$ cat src/hw/rtl/wec_fifo.sv
module wec_fifo #(
  parameter int W = 8
) (
  input  logic         clk,
  input  logic         rst_n,
  input  logic         push,
  input  logic [W-1:0] wdata,
  input  logic         pop,
  output logic [W-1:0] rdata,
  output logic         full,
  output logic         empty
);

  logic [1:0]   cnt_r, cnt_nxt;
  logic [W-1:0] d0_r, d0_nxt;
  logic [W-1:0] d1_r, d1_nxt;
  logic         push_ok, pop_ok;

  assign full    = (cnt_r == 2'd2);
  assign empty   = (cnt_r == 2'd0);
  assign push_ok = push && !full;
  assign pop_ok  = pop && !empty;
  assign rdata   = d0_r;

  always_comb begin
    cnt_nxt = cnt_r;
    d0_nxt  = d0_r;
    d1_nxt  = d1_r;
    if (pop_ok) begin
      d0_nxt  = d1_r;
      cnt_nxt = cnt_nxt - 2'd1;
    end
    if (push_ok) begin
      if (cnt_nxt == 2'd0) begin
        d0_nxt = wdata;
      end else begin
        d1_nxt = wdata;
      end
      cnt_nxt = cnt_nxt + 2'd1;
    end
  end

  always_ff @(posedge clk) begin
    if (!rst_n) begin
      cnt_r <= 2'd0;
    end else begin
      cnt_r <= cnt_nxt;
    end
  end

  always_ff @(posedge clk) begin
    d0_r <= d0_nxt;
    d1_r <= d1_nxt;
  end

endmodule

$ cat config.mk
export PLATFORM = sky130hd
export DESIGN_NAME = wec_fifo
export DESIGN_NICKNAME = d
export VERILOG_FILES = /design/src/hw/rtl/wec_fifo.sv
export SDC_FILE = /design/constraint.sdc
export NUM_CORES = 1
export LEC_CHECK = 0
export BUFFER_PORTS_ARGS = -buffer_cell sky130_fd_sc_hd__buf_2
export CAP_MARGIN = 20
export CORE_MARGIN = 2
export CORE_UTILIZATION = 53
export DETAILED_ROUTE_END_ITERATION = 16
export GPL_ROUTABILITY_DRIVEN = 0
export GPL_TIMING_DRIVEN = 1
export PLACE_DENSITY = 0.79
export SLEW_MARGIN = 20
export SYNTH_ARGS = -nofsm -noshare
export SYNTH_HDL_FRONTEND = slang
export SYNTH_SLANG_ARGS = --single-unit
export TNS_END_PERCENT = 100
$ cat constraint.sdc
create_clock -name clk -period 3.4 [get_ports clk]
set_input_delay 0.68 -clock clk [delete_from_list [all_inputs] [get_ports clk]]
set_output_delay 0.68 -clock clk [all_outputs]
set_load 0.02 [all_outputs]
Yosys cells after proc, flatten, opt, wreduce, memory -nomap -nowiden --
Cells that the tools add are included.
Operators by class: reduce and logical (&&, ||, !) cells 7, muxes and demuxes 5, bitwise gates (word level) 1, add/sub/neg operators 2, eq/ne operators 1
Operator list (count):
- $mux W8 | 3
- $logic_not A2 Y1 | 2
- $mux W2 | 2
- $add A2 B1 Y2 const B | 1
- $eq A2 B2 Y1 const B | 1
- $logic_and A1 B1 Y1 | 2
- $logic_not A1 Y1 | 2
- $reduce_and A2 Y1 | 1
- $sub A2 B1 Y2 const B | 1
- $not A1 Y1 | 1
Word-level totals: input bits 12, bits in registers 18, output and inout bits 10

Depth between registers and ports, before layout --
depth in word-level cells 7, mapped depth 8, gate-level depth less buffers 7

Least setup slack after synthesis --
OpenSTA, ideal clock, no wires.
path kind register -> register, start point reg cnt_r[0], end point reg d1_r[0] (enable), slack 1.116 ns, arrival time 1.914 ns, data required time 3.030 ns, clock period less this slack 2.284 ns, stages on the path, launching flop included 8, cell sequence dfxtp_1 inv_1 ha_1 nand2b_4 buf_6 mux2_2 ha_1 nor2_1
On the way: longest elaborated chain between the ends 7, elaborated cells on any way between the ends 11
Ends and longest elaborated chain:
- start: declaration | line 14 | logic [1:0] cnt_r, cnt_nxt;
- start signal: assignment | line 47 | cnt_r <= cnt_nxt;
- $logic_not A2 Y1 | line 20 | assign empty = (cnt_r == 2'd0);
- via empty | line 11 | output logic empty
- $logic_not A1 Y1 | line 22 | assign pop_ok = pop && !empty;
- $logic_and A1 B1 Y1 | line 22
- $mux W2 | line 29 | if (pop_ok) begin
- $logic_not A2 Y1 | line 34 | if (cnt_nxt == 2'd0) begin
- $not A1 Y1 (no source line)
- $reduce_and A2 Y1 (no source line)
- end signal: assignment | line 53 | d1_r <= d1_nxt;
- end: declaration | line 16 | logic [W-1:0] d1_r, d1_nxt;
The timed path passes the listed nets, and every way through them passes these cells. A chain may end at the register's enable or synchronous reset.

Worst setup path in the final report --
start point reg cnt_r[0], end point reg d1_r[0] (enable)
On the way: longest elaborated chain between the ends 7, elaborated cells on any way between the ends 11
Ends and longest elaborated chain:
- branches (longest 6 deep; another with $sub A2 B1 Y2)
- $reduce_and A2 Y1 (no source line) *
Mark *: on every way between the ends.

==> flow_metrics.py <==
metrics = {
    "run_status": {
        "status": "finished, final reports clean",
    },
    "setup_path": {
        "critPathLaunchType": "flop",
        "r2r-start": "cnt_r[0]$_SDFF_PN0_",
        "timing.rr.end": "d1_r[0]$_DFFE_PP_",
        "required_ps": 3340,
        "r2r_setup_slack_ps": 1100,
        "critical_path_class": "reg2reg",
        "endpoint_kind": "flop",
        "rr_worst_depth": 6,
        "crit_path_max_fanout": 10,
        "crit_arrival_ps": 2240,
    },
    "finish": {
        "fill_cells": 127,
        "syn_to_final_growth_pct": 17.1,
        "antennaDiodeCount": 0,
        "nNetsFinal": 92,
        "fin_cells": 92,
        "drive_gt1_frac": 0.566,
    },
    "synth": {
        "avgSynthCellArea_um2": 15.8,
        "yosys.area.top_type": "edfxtp_1",
        "synthAdderAreaFrac": 0.0457,
        "yosysMostFrequentCell": "mux2_4",
        "ys_seq_elements": 18,
        "yosys-top-cells-count": "mux2_4, dfxtp_1, edfxtp_1",
        "synth.distinct_cells": 17,
        "synth_edf_count": 8,
        "synth_xor_area_frac": 0.0107,
        "ys_seq_area_frac": 0.537,
        "yosysWarnings": 0,
        "synth.area.top_cells": "edfxtp_1, mux2_4, dfxtp_1, ha_1, nand2b_4",
        "synth_top_family_by_area": "multiplexers",
        "async_reset_ff_frac": 0,
        "synth.mux.area_fraction": 0.319,
        "synth_compound_gate_area_share": 0.00610,
        "synth_top_flop_cell": "dfxtp_1",
        "syn_area_um2": 821,
        "synth_top_cell_area_share": 0.293,
        "synth_simple_gate_area_frac": 0.0595,
        "syn_nets": 67,
        "synthCells": 52,
    },
    "clocking": {
        "cts.clk_slew.worst_paths_ps": 100,
        "cts_tree": "done",
        "htreeDepth": 1,
        "clk_path_buf_depth": 2,
        "cts_setup_buffers": 0,
        "clock-sinks": 18,
        "clockRootBuffer": "clkbuf_4",
        "cts_buffers": 3,
        "worstSkewPairLatency_ps": 300,
        "ctsResizeCount": 0,
        "cts-hold-fix-buffers": 0,
    },
    "timing": {
        "max_freq_mhz": 435,
        "worst_pin_slew_ps": 646,
        "period_share": 0.676,
        "fin_crit_ps": 2300,
        "slew_violations": 0,
        "setup_viol": 0,
        "finalWorstSetupSlack_ps": 1100,
        "hold_viol": 0,
        "timing.slew.headroom": 0.568,
        "setup_tns_ps": 0,
        "finalClockSkew_ps": 7.31,
        "rsz0062_at_grt": "no",
    },
    "global_routing": {
        "grt_pass1_vias": 471,
        "grt_pass1_wl_um": 1940,
        "met1_usage": 0.178,
        "grtUsageTotal": 0.146,
        "grt_overflow": 0,
        "met3_usage": 0.0375,
        "grt_max_degree": 11,
        "antenna_found_initial": 0,
        "gr-usage-met2": 0.230,
        "busiest_layer": "met2",
    },
    "drt": {
        "drc": 0,
        "viasPerCell": 5.07,
        "routed_wl_um": 1230,
        "antenna_left": 0,
        "drt-pass1-iter-count": 4,
        "wire_per_inst_um": 13.3,
        "drt_iter0_markers": 10,
        "vias": 466,
    },
    "die": {
        "fp.dieH_um": 43.4,
        "coreArea_mm2": 0.00147,
        "io_pins": 22,
        "start_util": 0.558,
        "die_x_um": 43.4,
        "die_area_mm2": 0.00188,
        "placementRows": 14,
    },
    "worst_hold_path": {
        "hold_depth": 1,
        "hold_start": "wdata[2]",
        "hold_path_class": "in2reg",
        "min_to": "d1_r[2]$_DFFE_PP_",
    },
    "placement": {
        "dp_cells": 88,
        "port_buffers": 21,
        "pre_cts_ws_ps": 928,
    },
    "power_and_ir_drop": {
        "pwr_density_cell_mw_per_mm2": 1100,
        "vdd_drop_max_v": 0.000539,
        "power_leakage_nw": 0.468,
    },
    "job": {
        "cap_viol_max_count": 0,
    },
}
## cell usage in the layout, fill, tap and decap left out, drive strengths merged
| cell type | count |
|---|---|
| clkinv | 1 |
| o21ai | 1 |
| nand2b | 2 |
| dfxtp | 10 |
| mux2i | 1 |
| nor2b | 1 |
| clkbuf | 3 |
| xnor2 | 1 |
| nand3 | 1 |
| buf | 21 |
| edfxtp | 8 |
| ha | 3 |
| nor2 | 1 |
| nand2 | 3 |
| inv | 2 |
| mux2 | 17 |
## stage by stage
| step | hold slack, ps | total power [mW] | cell area [um2] | utilization |
|---|---|---|---|---|
| after floorplan | 575 | 0.847 | 821 | - |
| after global routing | 564 | 1.11 | 961 | 0.653 |
| after global placement | 576 | 0.937 | 935 | 0.635 |
| after detailed placement | 585 | 0.956 | 935 | 0.635 |
| final | 561 | 1.06 | 961 | 0.653 |
| after CTS | 566 | 1.06 | 961 | 0.653 |
## worst max-delay path, cell delays in order (launching register included)
cell and delay [ps]:
dfxtp_1 310, inv_1 110, ha_1 180, nand2b_4 240
mux2_2 370, ha_1 210, nor2_1 520
## metal layers
metal  vias to the layer above  routed length, um
li1                        235                  -
met1                       212                540
met2                        16                597
met3                         3                 68
met4                         0                 20
met5                         -                  0
## kinds of logic after synthesis
| family | Yosys count |
|---|---|
| adder cells (fa/ha/maj) | 3 |
| flip-flops | 18 |
| XOR/XNOR | 1 |
| multiplexers | 18 |
| AO/OA/AOI/OAI | 1 |
| AND/OR/NAND/NOR | 8 |
| buffers and inverters | 3 |
## how the worst max path moves through the flow
stage          cells past startpoint           endpoint  slack [ps]                 from
2_1_floorplan                      7  d1_r[0]$_DFFE_PP_        1120  cnt_r[0]$_SDFF_PN0_
3_3_place_gp                       5  d1_r[3]$_DFFE_PP_        1000                  pop
3_5_place_dp                       5  d1_r[1]$_DFFE_PP_         930                  pop
4_1_cts                            6  d1_r[0]$_DFFE_PP_        1080  cnt_r[0]$_SDFF_PN0_
5_1_grt                            6  d1_r[1]$_DFFE_PP_         960  cnt_r[0]$_SDFF_PN0_
6_report                           6  d1_r[0]$_DFFE_PP_        1100  cnt_r[0]$_SDFF_PN0_
## power by group
group | internal, mW | switching [mW] | leakage [nW]
combinational | 0.316 | 0.263 | 0.294
sequential | 0.332 | 0.0349 | 0.159
clock | 0.0428 | 0.0674 | 0.0154
## state kept, by name, indices dropped and copies added (netlist names)
signal  flops
d1_r        8
rdata       8
cnt_r       2
## cell type report
class                   instances  area, um2  area share
well taps                      16       20.0      0.0208
multi-input cells              31        362       0.376
inverters                       2       7.51     0.00781
clock buffers                   3       22.5      0.0234
repair buffers                 21        105       0.109
clock inverters                 1       3.75     0.00391
flip-flops and latches         18        440       0.458
(Power assumes the default switching activity.)
