File: src/hw/rtl/wec_pkg.sv
package wec_pkg;

  localparam int SAMPLE_WIDTH_DEF = 16;

  typedef struct packed {
    logic [15:0] wave_height;
    logic [15:0] energy_period;
  } in_item_t;

  typedef struct packed {
    logic [23:0] power_out;
    logic [16:0] normalized_output;
  } out_item_t;

  typedef struct packed {
    logic [15:0] h;
    logic [15:0] t;
    logic        zero;
  } work_t;

  typedef struct packed {
    logic        model_select;
    logic [15:0] rated_cap;
    logic [15:0] design_height;
    logic [15:0] design_period;
  } cfg_t;

  typedef enum logic [1:0] {
    REG_MODEL_SELECT  = 2'd0,
    REG_RATED_CAP     = 2'd1,
    REG_DESIGN_HEIGHT = 2'd2,
    REG_DESIGN_PERIOD = 2'd3
  } cfg_reg_t;

  localparam logic [15:0] CAP_RST = 16'd100;
  localparam logic [15:0] DH_RST  = 16'd512;
  localparam logic [15:0] DT_RST  = 16'd2560;

  localparam logic [16:0] FRAC_ONE   = 17'd65536;
  localparam logic [22:0] NORM_LIMIT = 23'd4194304;

  localparam logic [22:0] COEF_TT = 23'd2360544;
  localparam logic [22:0] COEF_TH = 23'd3613078;
  localparam logic [22:0] COEF_HH = 23'd4210117;

  localparam logic [21:0] BRK_H  = 22'd2560000;
  localparam logic [11:0] BRK_T  = 12'd2184;
  localparam logic [14:0] PARA_H = 15'd28900;
  localparam logic [10:0] PARA_T = 11'd1690;
  localparam logic [6:0]  PARA_K = 7'd111;

  localparam logic [28:0] PARA_RECIP = 29'd351843721;
  localparam logic [47:0] PARA_HALF  = 48'd12800000;
  localparam logic [47:0] PARA_SAT   = 48'd1677747200000;

  localparam logic [30:0] EXP_ONE   = 31'h4000_0000;
  localparam logic [35:0] EXP_MAX_M = 36'd1048576;

endpackage

File: src/hw/rtl/wec_front.sv
module wec_front #(
  parameter int SW = wec_pkg::SAMPLE_WIDTH_DEF
) (
  input  logic              in_push,
  input  wec_pkg::in_item_t in_item,
  output logic              in_full,
  input  logic              q_full,
  output logic              q_push,
  output wec_pkg::work_t    q_data
);
  import wec_pkg::*;

  localparam int          MW   = (SW < 16) ? SW : 16;
  localparam logic [15:0] MASK = 16'((32'd1 << MW) - 32'd1);

  logic [15:0] h, t;

  assign h       = in_item.wave_height & MASK;
  assign t       = in_item.energy_period & MASK;
  assign in_full = q_full;
  assign q_push  = in_push && !q_full;

  // flag samples whose result is zero in either mode
  assign q_data = '{h: h, t: t, zero: (h == 16'd0) || (t == 16'd0)};

endmodule

File: config.mk
export PLATFORM = sky130hd
export DESIGN_NAME = wec_front
export DESIGN_NICKNAME = d
export VERILOG_FILES = /design/src/hw/rtl/wec_pkg.sv /design/src/hw/rtl/wec_front.sv
export SDC_FILE = /design/constraint.sdc
export NUM_CORES = 1
export LEC_CHECK = 0
export ABC_CLOCK_PERIOD_IN_PS = 1000
export BUFFER_PORTS_ARGS = -buffer_cell sky130_fd_sc_hd__buf_2
export CORE_AREA = 2 2 39 41
export DETAILED_ROUTE_END_ITERATION = 8
export DIE_AREA = 0 0 41 43
export PLACE_DENSITY = 0.82
export SLEW_MARGIN = 20
export SYNTH_ARGS = -nofsm -noshare
export SYNTH_HDL_FRONTEND = slang
export SYNTH_SLANG_ARGS = --single-unit
File: constraint.sdc
create_clock -name vclk -period 1
set_clock_uncertainty 0.1 [all_clocks]
set_input_delay 0.15 -clock vclk [all_inputs]
set_output_delay 0.15 -clock vclk [all_outputs]
set_load 0.01 [all_outputs]
## Word-level counts from Yosys, hierarchy flattened

Index checks and enable logic that the tools add are counted.

- Register bits after elaboration: 0
- Input port bits: 34
- Output and inout bits: 35
- Logic and storage cells: 5

- Reductions and logical operators: 5

Operators by type and width:

| cell | number |
|---|---|
| logical NOT 16 bit | 2 |
| logical AND 1 bit | 1 |
| logical NOT 1 bit | 1 |
| logical OR 1 bit | 1 |

## Longest topological paths before layout

Gate-level depths: netlist of the first run.

- Word-level depth: 2
- Gate-level depth with buffers: 3
- Gate-level depth less buffers: 3

## Least setup slack after synthesis of the first run

No wires, ideal clock.

- Path kind: input port to output port
- Start point: input port in_item[20] (netlist bit)
- End point: output port q_data[0] (netlist bit)
- Arrival: 0.620 ns
- Data required time: 0.750 ns
- Path slack: 0.130 ns
- Cell stages on the path: 3
- Path buffers: 0
- Cells stage by stage: nor4_1 -> nand4_1 -> nand2_1

RTL lines:

| item | line | source |
|---|---|---|
| from (decl) | wec_front.sv:5 | `input wec_pkg::in_item_t in_item,` |
| to (decl) | wec_front.sv:9 | `output wec_pkg::work_t q_data` |

==> results of run 1 <==
-- cell usage in the layout (no fill, tap or decap) --
master | Yosys | layout
buf_2 | 0 | 63
buf_6 | 0 | 6
nand2_1 | 1 | 1
nand4_1 | 2 | 2
nor2b_1 | 1 | 1
nor4_2 | 1 | 4
nor4_4 | 0 | 4
-- per-stage QoR --
step / utilization / total power, mW
3_5_place_dp: 0.321 / 0.197
6_report: 0.405 / 0.239
4_1_cts: 0.382 / 0.227
5_1_grt: 0.405 / 0.260
2_1_floorplan: - / 0.145
3_3_place_gp: 0.321 / 0.194
-- cell families after synthesis --
family | share of synthesized area
buffers and inverters | 0.759
and+or+nand+nor | 0.241
-- per-layer routing --
metal | routed length [um] | up-vias
li1 | - | 194
met1 | 275 | 172
met2 | 500 | 46
met3 | 173 | 0
met4 | 0 | 0
met5 | 0 | -
-- repair_timing --
action / 4_1_cts / 5_1_grt
hold endpoints to repair: 0 / 0
gates resized for setup: 13 / 4
pin swaps: 6 / 2
setup buffers: 0 / 0
endpoints found under the setup margin: 1 / 1
-- power groups by stage --
stage               registers, mW  clock network (mW)  logic (mW)
floorplan                       0                   0       0.145
global placement                0                   0       0.194
detailed placement              0                   0       0.197
CTS                             0                   0       0.227
global route                    0                   0       0.260
finish                          0                   0       0.239
-- Yosys cell counts --
cell type / instances
buf_4: 33
nand2_1: 1
nand4_1: 2
nor2b_1: 1
nor4_1: 7
nor4_2: 1
-- how the worst max path moves through the flow --
| stage | start | slack, ns | to |
|---|---|---|---|
| after floorplan | in_item[20] | 0.13 | q_data[0] |
| after global placement | in_item[1] | -0.19 | q_data[0] |
| after detailed placement | in_item[2] | -0.19 | q_data[0] |
| after CTS | in_item[14] | -0.13 | q_data[0] |
| after global routing | in_item[14] | -0.19 | q_data[0] |
| final | in_item[19] | -0.09 | q_data[0] |
-- layout make-up --
type	count	area [sq um]	share of cell area
multi-input combinational	12	158	0.281
tap	16	20.0	0.0357
timing repair buffer	69	383	0.683
==> results.md, run 1 <==
- CLK BUF: 0
- CP Launch Type: primary input
- Synth Net Count: 79
- Flop pwr share: 0
- Min cycle time layout: 1.09 ns
- Failing checks: negative setup slack
- PD cells: 426 nW/um^2
- GR Util met2: 0.194
- Vias in the first global route: slightly below 300
- Unrepaired setup endpoints after global routing: yes
- CP bufs+invs: 2
- Total negative slack: -0.0906 ns
- Comb pwr share: 1.000
- Max VDD drop: between 100 and 150 uV
- Hold Crit Class: primary input to output pin
- Die Ht: around 43 um
- Share of post-route cells with drive strength above 1: 0.951
- IO Pins: 69
- Die W: between 40 and 50 um
- Min-Delay Path Depth: 2
- DP Area: 444 sq um
- CTS Hold Bufs: 0
- Design Area, Final: 561 sq um
- Min-Delay Endpoint: q_data[16]
- GRT Total Usage: 0.0889
- Setup-failing EPs final: 1
- Drt pass-1 iters: 2
- Yosys top cell by area: buf_4
- WHS: 0.383 ns
- Sequential area share after synthesis: 0
- First-pass GRT wire length: 1150 um
- Setup ws final: -0.0906 ns
- Layout fillers: ~130
- Net count, final: 117
- Slew HR: 0.854
- Mapped Area: 327 sq um
- Crit. End Element: output pin
- Max Fclk: between 900 and 1000 MHz
- Crit path max-delay family: simple AND/OR/NAND/NOR gates
- Met3 GRT Util: 0
- Area grow syn2layout: 71.6%
- DRC: 0
- Total grt overflow: 0
- Critical Path RT: between 0.7 and 0.8 ns
- Register area: 0 sq um
- Worst path max stage delay: approximately 0.27 ns
- FFs & Latches: 0
- Ys Warns: 0
- Busiest grt layer: met2
- Final Hold Viols: 0
- ANT cells: 0
- Slew @ Worst Pin: 0.217 ns
- Port Buf Inserts: 69
- Met1 Usage GRT: 0.0854
- Vias/cell: 4.25
- Int Pwr: 0.121 mW
- Number of max-cap violations: 0
- Core area: 1380 sq um
- Slowest CP cell: nor4_2
- CP Depth: 5
- Via Count: slightly above 400
- Pins over their slew limit: 0
- Mapped Cells: 45
- Sw Pwr: 0.118 mW
- Die ar.: ~1800 sq um
- Cell Chain, Critical Path: buf_2, nor4_2, nand4_1, nand2_1, buf_2
- Tcrit/Tclk final: 1.09
- Largest net degree at the start of global routing: 3
- Final wirelength: 949 um
- Initial core utilization: 0.236
- RD Place Congestion: 0.689
- Arr. time, crit path: 0.84 ns
- Switching share of power: 0.492
- Synth top area share: 0.759
- Yosys cell types: 6
- Fin cells: 97
- Initial antenna violation count: 0
- Clk pwr share: 0
- Worst Path Class, Setup: primary input to output pin
- Hold path startpoint: in_item[15]
- Per-cell routed wire length: 9.78 um
- Most used cell, CP: buf_2
- Cell row count: 14
- Synth area leaders: buf_4 (76%), nor4_1 (13%), nand4_1 (3.8%)
- Outcome: finished, violations left
- Critical Path Fanout Max: 2
- Placed cell count: 97
- Syn avg cell area: 7.26 sq um
- 1st-iter DRT viols: 2
- Final ANT Viol Nets: 0
- Post-Place Setup Slack: -0.195 ns
- Leak: 0.311 nW
No activity file was read; power rests on OpenSTA's default activity.
==> inputs of run 2 (changes only) <==
ABC_CLOCK_PERIOD_IN_PS = 900   (was 1000)
BUFFER_PORTS_ARGS = -buffer_cell sky130_fd_sc_hd__buf_4   (was -buffer_cell sky130_fd_sc_hd__buf_2)
CORE_AREA = unset   (was 2 2 39 41)
CORE_UTILIZATION = 23   (was unset)
DIE_AREA = unset   (was 0 0 41 43)
PLACE_DENSITY = 0.81   (was 0.82)
clock period = 0.9 ns   (was 1 ns; I/O delays follow)
==> results.md, run 2 (synthesis results as in run 1) <==
- Critical Path RT: 0.66 ns (-0.09 ns)
- Final Hold Viols: 0 (unchanged)
- Switching share of power: 0.392 (-0.0996)
- Net count, final: 121 (+3.4%)
- Int Pwr: 0.234 mW (+92%)
- Layout fillers: 137 (+3.8%)
- Setup ws final: -0.149 ns (-0.0585 ns)
- GRT Total Usage: 0.101 (+0.0123)
- Critical Path Fanout Max: 2 (unchanged)
- Final ANT Viol Nets: 0 (unchanged)
- Per-cell routed wire length: 10.6 um (+8.6%)
- Largest net degree at the start of global routing: 3 (unchanged)
- Drt pass-1 iters: 2 (unchanged)
- Failing checks: negative setup slack
- Final wirelength: 1060 um (+12%)
- Initial antenna violation count: 0 (unchanged)
- Die ar.: 1570 sq um (-11%)
- Slew HR: 0.865 (+0.0109)
- Min-Delay Path Depth: 2 (unchanged)
- Share of post-route cells with drive strength above 1: 0.953 (+0.00232)
- Die W: 39.7 um (-3.2%)
- Setup-failing EPs final: 1 (unchanged)
- FFs & Latches: 0 (unchanged)
- Hold path startpoint: in_item[24]
- Pins over their slew limit: 0 (unchanged)
- Core area: 1320 sq um (-4.8%)
- Port Buf Inserts: 69 (unchanged)
- CTS Hold Bufs: 0 (unchanged)
- Vias/cell: 4.35 (+2.4%)
- RD Place Congestion: 0.716 (+4.0%)
- Cell row count: 13 (-1)
- CLK BUF: 0 (unchanged)
- Unrepaired setup endpoints after global routing: yes
- ANT cells: 0 (unchanged)
- Max Fclk: between 900 and 1000 MHz
- Number of max-cap violations: 0 (unchanged)
- IO Pins: 69 (unchanged)
- Clk pwr share: 0 (unchanged)
- Tcrit/Tclk final: 1.17
- Sw Pwr: 0.151 mW (+28%)
- Via Count: 435 (+5.6%)
- Min cycle time layout: 1.05 ns
- Post-Place Setup Slack: -0.264 ns (-0.0692 ns)
- DRC: 0 (unchanged)
- Worst Path Class, Setup: primary input to output pin
- Min-Delay Endpoint: q_data[25]
- Max VDD drop: 220 uV (+61%)
- Area of the multi-input gates: 193 sq um (+22%)
- CP Launch Type: primary input
- Most frequent cells in the layout: buf_4 (61), buf_6 (12), nor4_4 (8)
- First-pass GRT wire length: 1150 um (+0.61%)
- Leak: 0.396 nW (+28%)
- WHS: 0.354 ns (-0.0290 ns)
- PD cells: 478 nW/um^2 (+12%)
- Hold Crit Class: primary input to output pin
- Crit. End Element: output pin
- 1st-iter DRT viols: 1 (-1)
- Outcome: finished, violations left
- Area grow syn2layout: 146%
- Comb pwr share: 1.000 (about the same)
- Register area: 0 sq um (unchanged)
- Slew @ Worst Pin: 0.201 ns (-0.0161 ns)
- Flop pwr share: 0 (unchanged)
- Commonest non-fill, non-tap cell in the layout: buf_4
- Total grt overflow: 0 (unchanged)
- Vias in the first global route: 329 (+11%)
- Initial core utilization: 0.248 (+0.0119)
- Die Ht: 39.7 um (-7.7%)
- Arr. time, crit path: 0.81 ns (-0.03 ns)
-- run 2: cell types whose count changed in the layout (fill, tap and decap cells not counted), sizes merged --
cell / previous run / this run
buf: 69 / 73
-- run 2: power groups by stage --
stage / Clock [mW] / Combinational, mW / Sequential, mW
after CTS: 0 / 0.355 / 0
final: 0 / 0.385 / 0
after global routing: 0 / 0.409 / 0
after detailed placement: 0 / 0.319 / 0
after floorplan: 0 / 0.161 / 0
after global placement: 0 / 0.314 / 0
-- run 2: routing by layer --
layer,global-route usage,wire length [um],vias up
met3,0.0114,197,0
li1,-,-,206
met1,0.0921,269,182
met4,0,0,0
met2,0.234,595,47
met5,0,0,-
-- run 2: worst max-delay path by stage --
stage | cells past startpoint | endpoint | from | slack, ns
after floorplan | 3 | q_data[0] | in_item[20] | 0.06
after detailed placement | 5 | q_data[0] | in_item[9] | -0.26
after CTS | 5 | q_data[0] | in_item[14] | -0.19
final | 5 | q_data[0] | in_item[16] | -0.15
after global routing | 5 | q_data[0] | in_item[10] | -0.20
after global placement | 5 | q_data[0] | in_item[9] | -0.28
-- run 2: cell type report --
type	count	area share
repair buffers	73	0.737
well taps	15	0.0233
multi-input cells	12	0.240
-- run 2: repair_timing --
action                     CTS  global route
resized for setup           13            14
buffers inserted             0             0
setup endpoints to repair    1             1
cloned                       0             0
pin swaps                    3             9
-- run 2: worst max-delay path, stage by stage --
cell,delay [ns]
buf_6,0.10
nor4_4,0.26
nand4_1,0.12
nand2_1,0.10
buf_6,0.10
-- run 2: metrics by stage --
stage	cell area (sq um)	total power, mW	util	std cells	setup TNS, ns
5_1_grt	805	0.409	0.611	100	-0.200
3_5_place_dp	646	0.319	0.490	100	-0.264
2_1_floorplan	327	0.161	-	45	0
4_1_cts	729	0.355	0.554	100	-0.185
3_3_place_gp	646	0.314	0.490	100	-0.280
6_report	805	0.385	0.611	100	-0.149
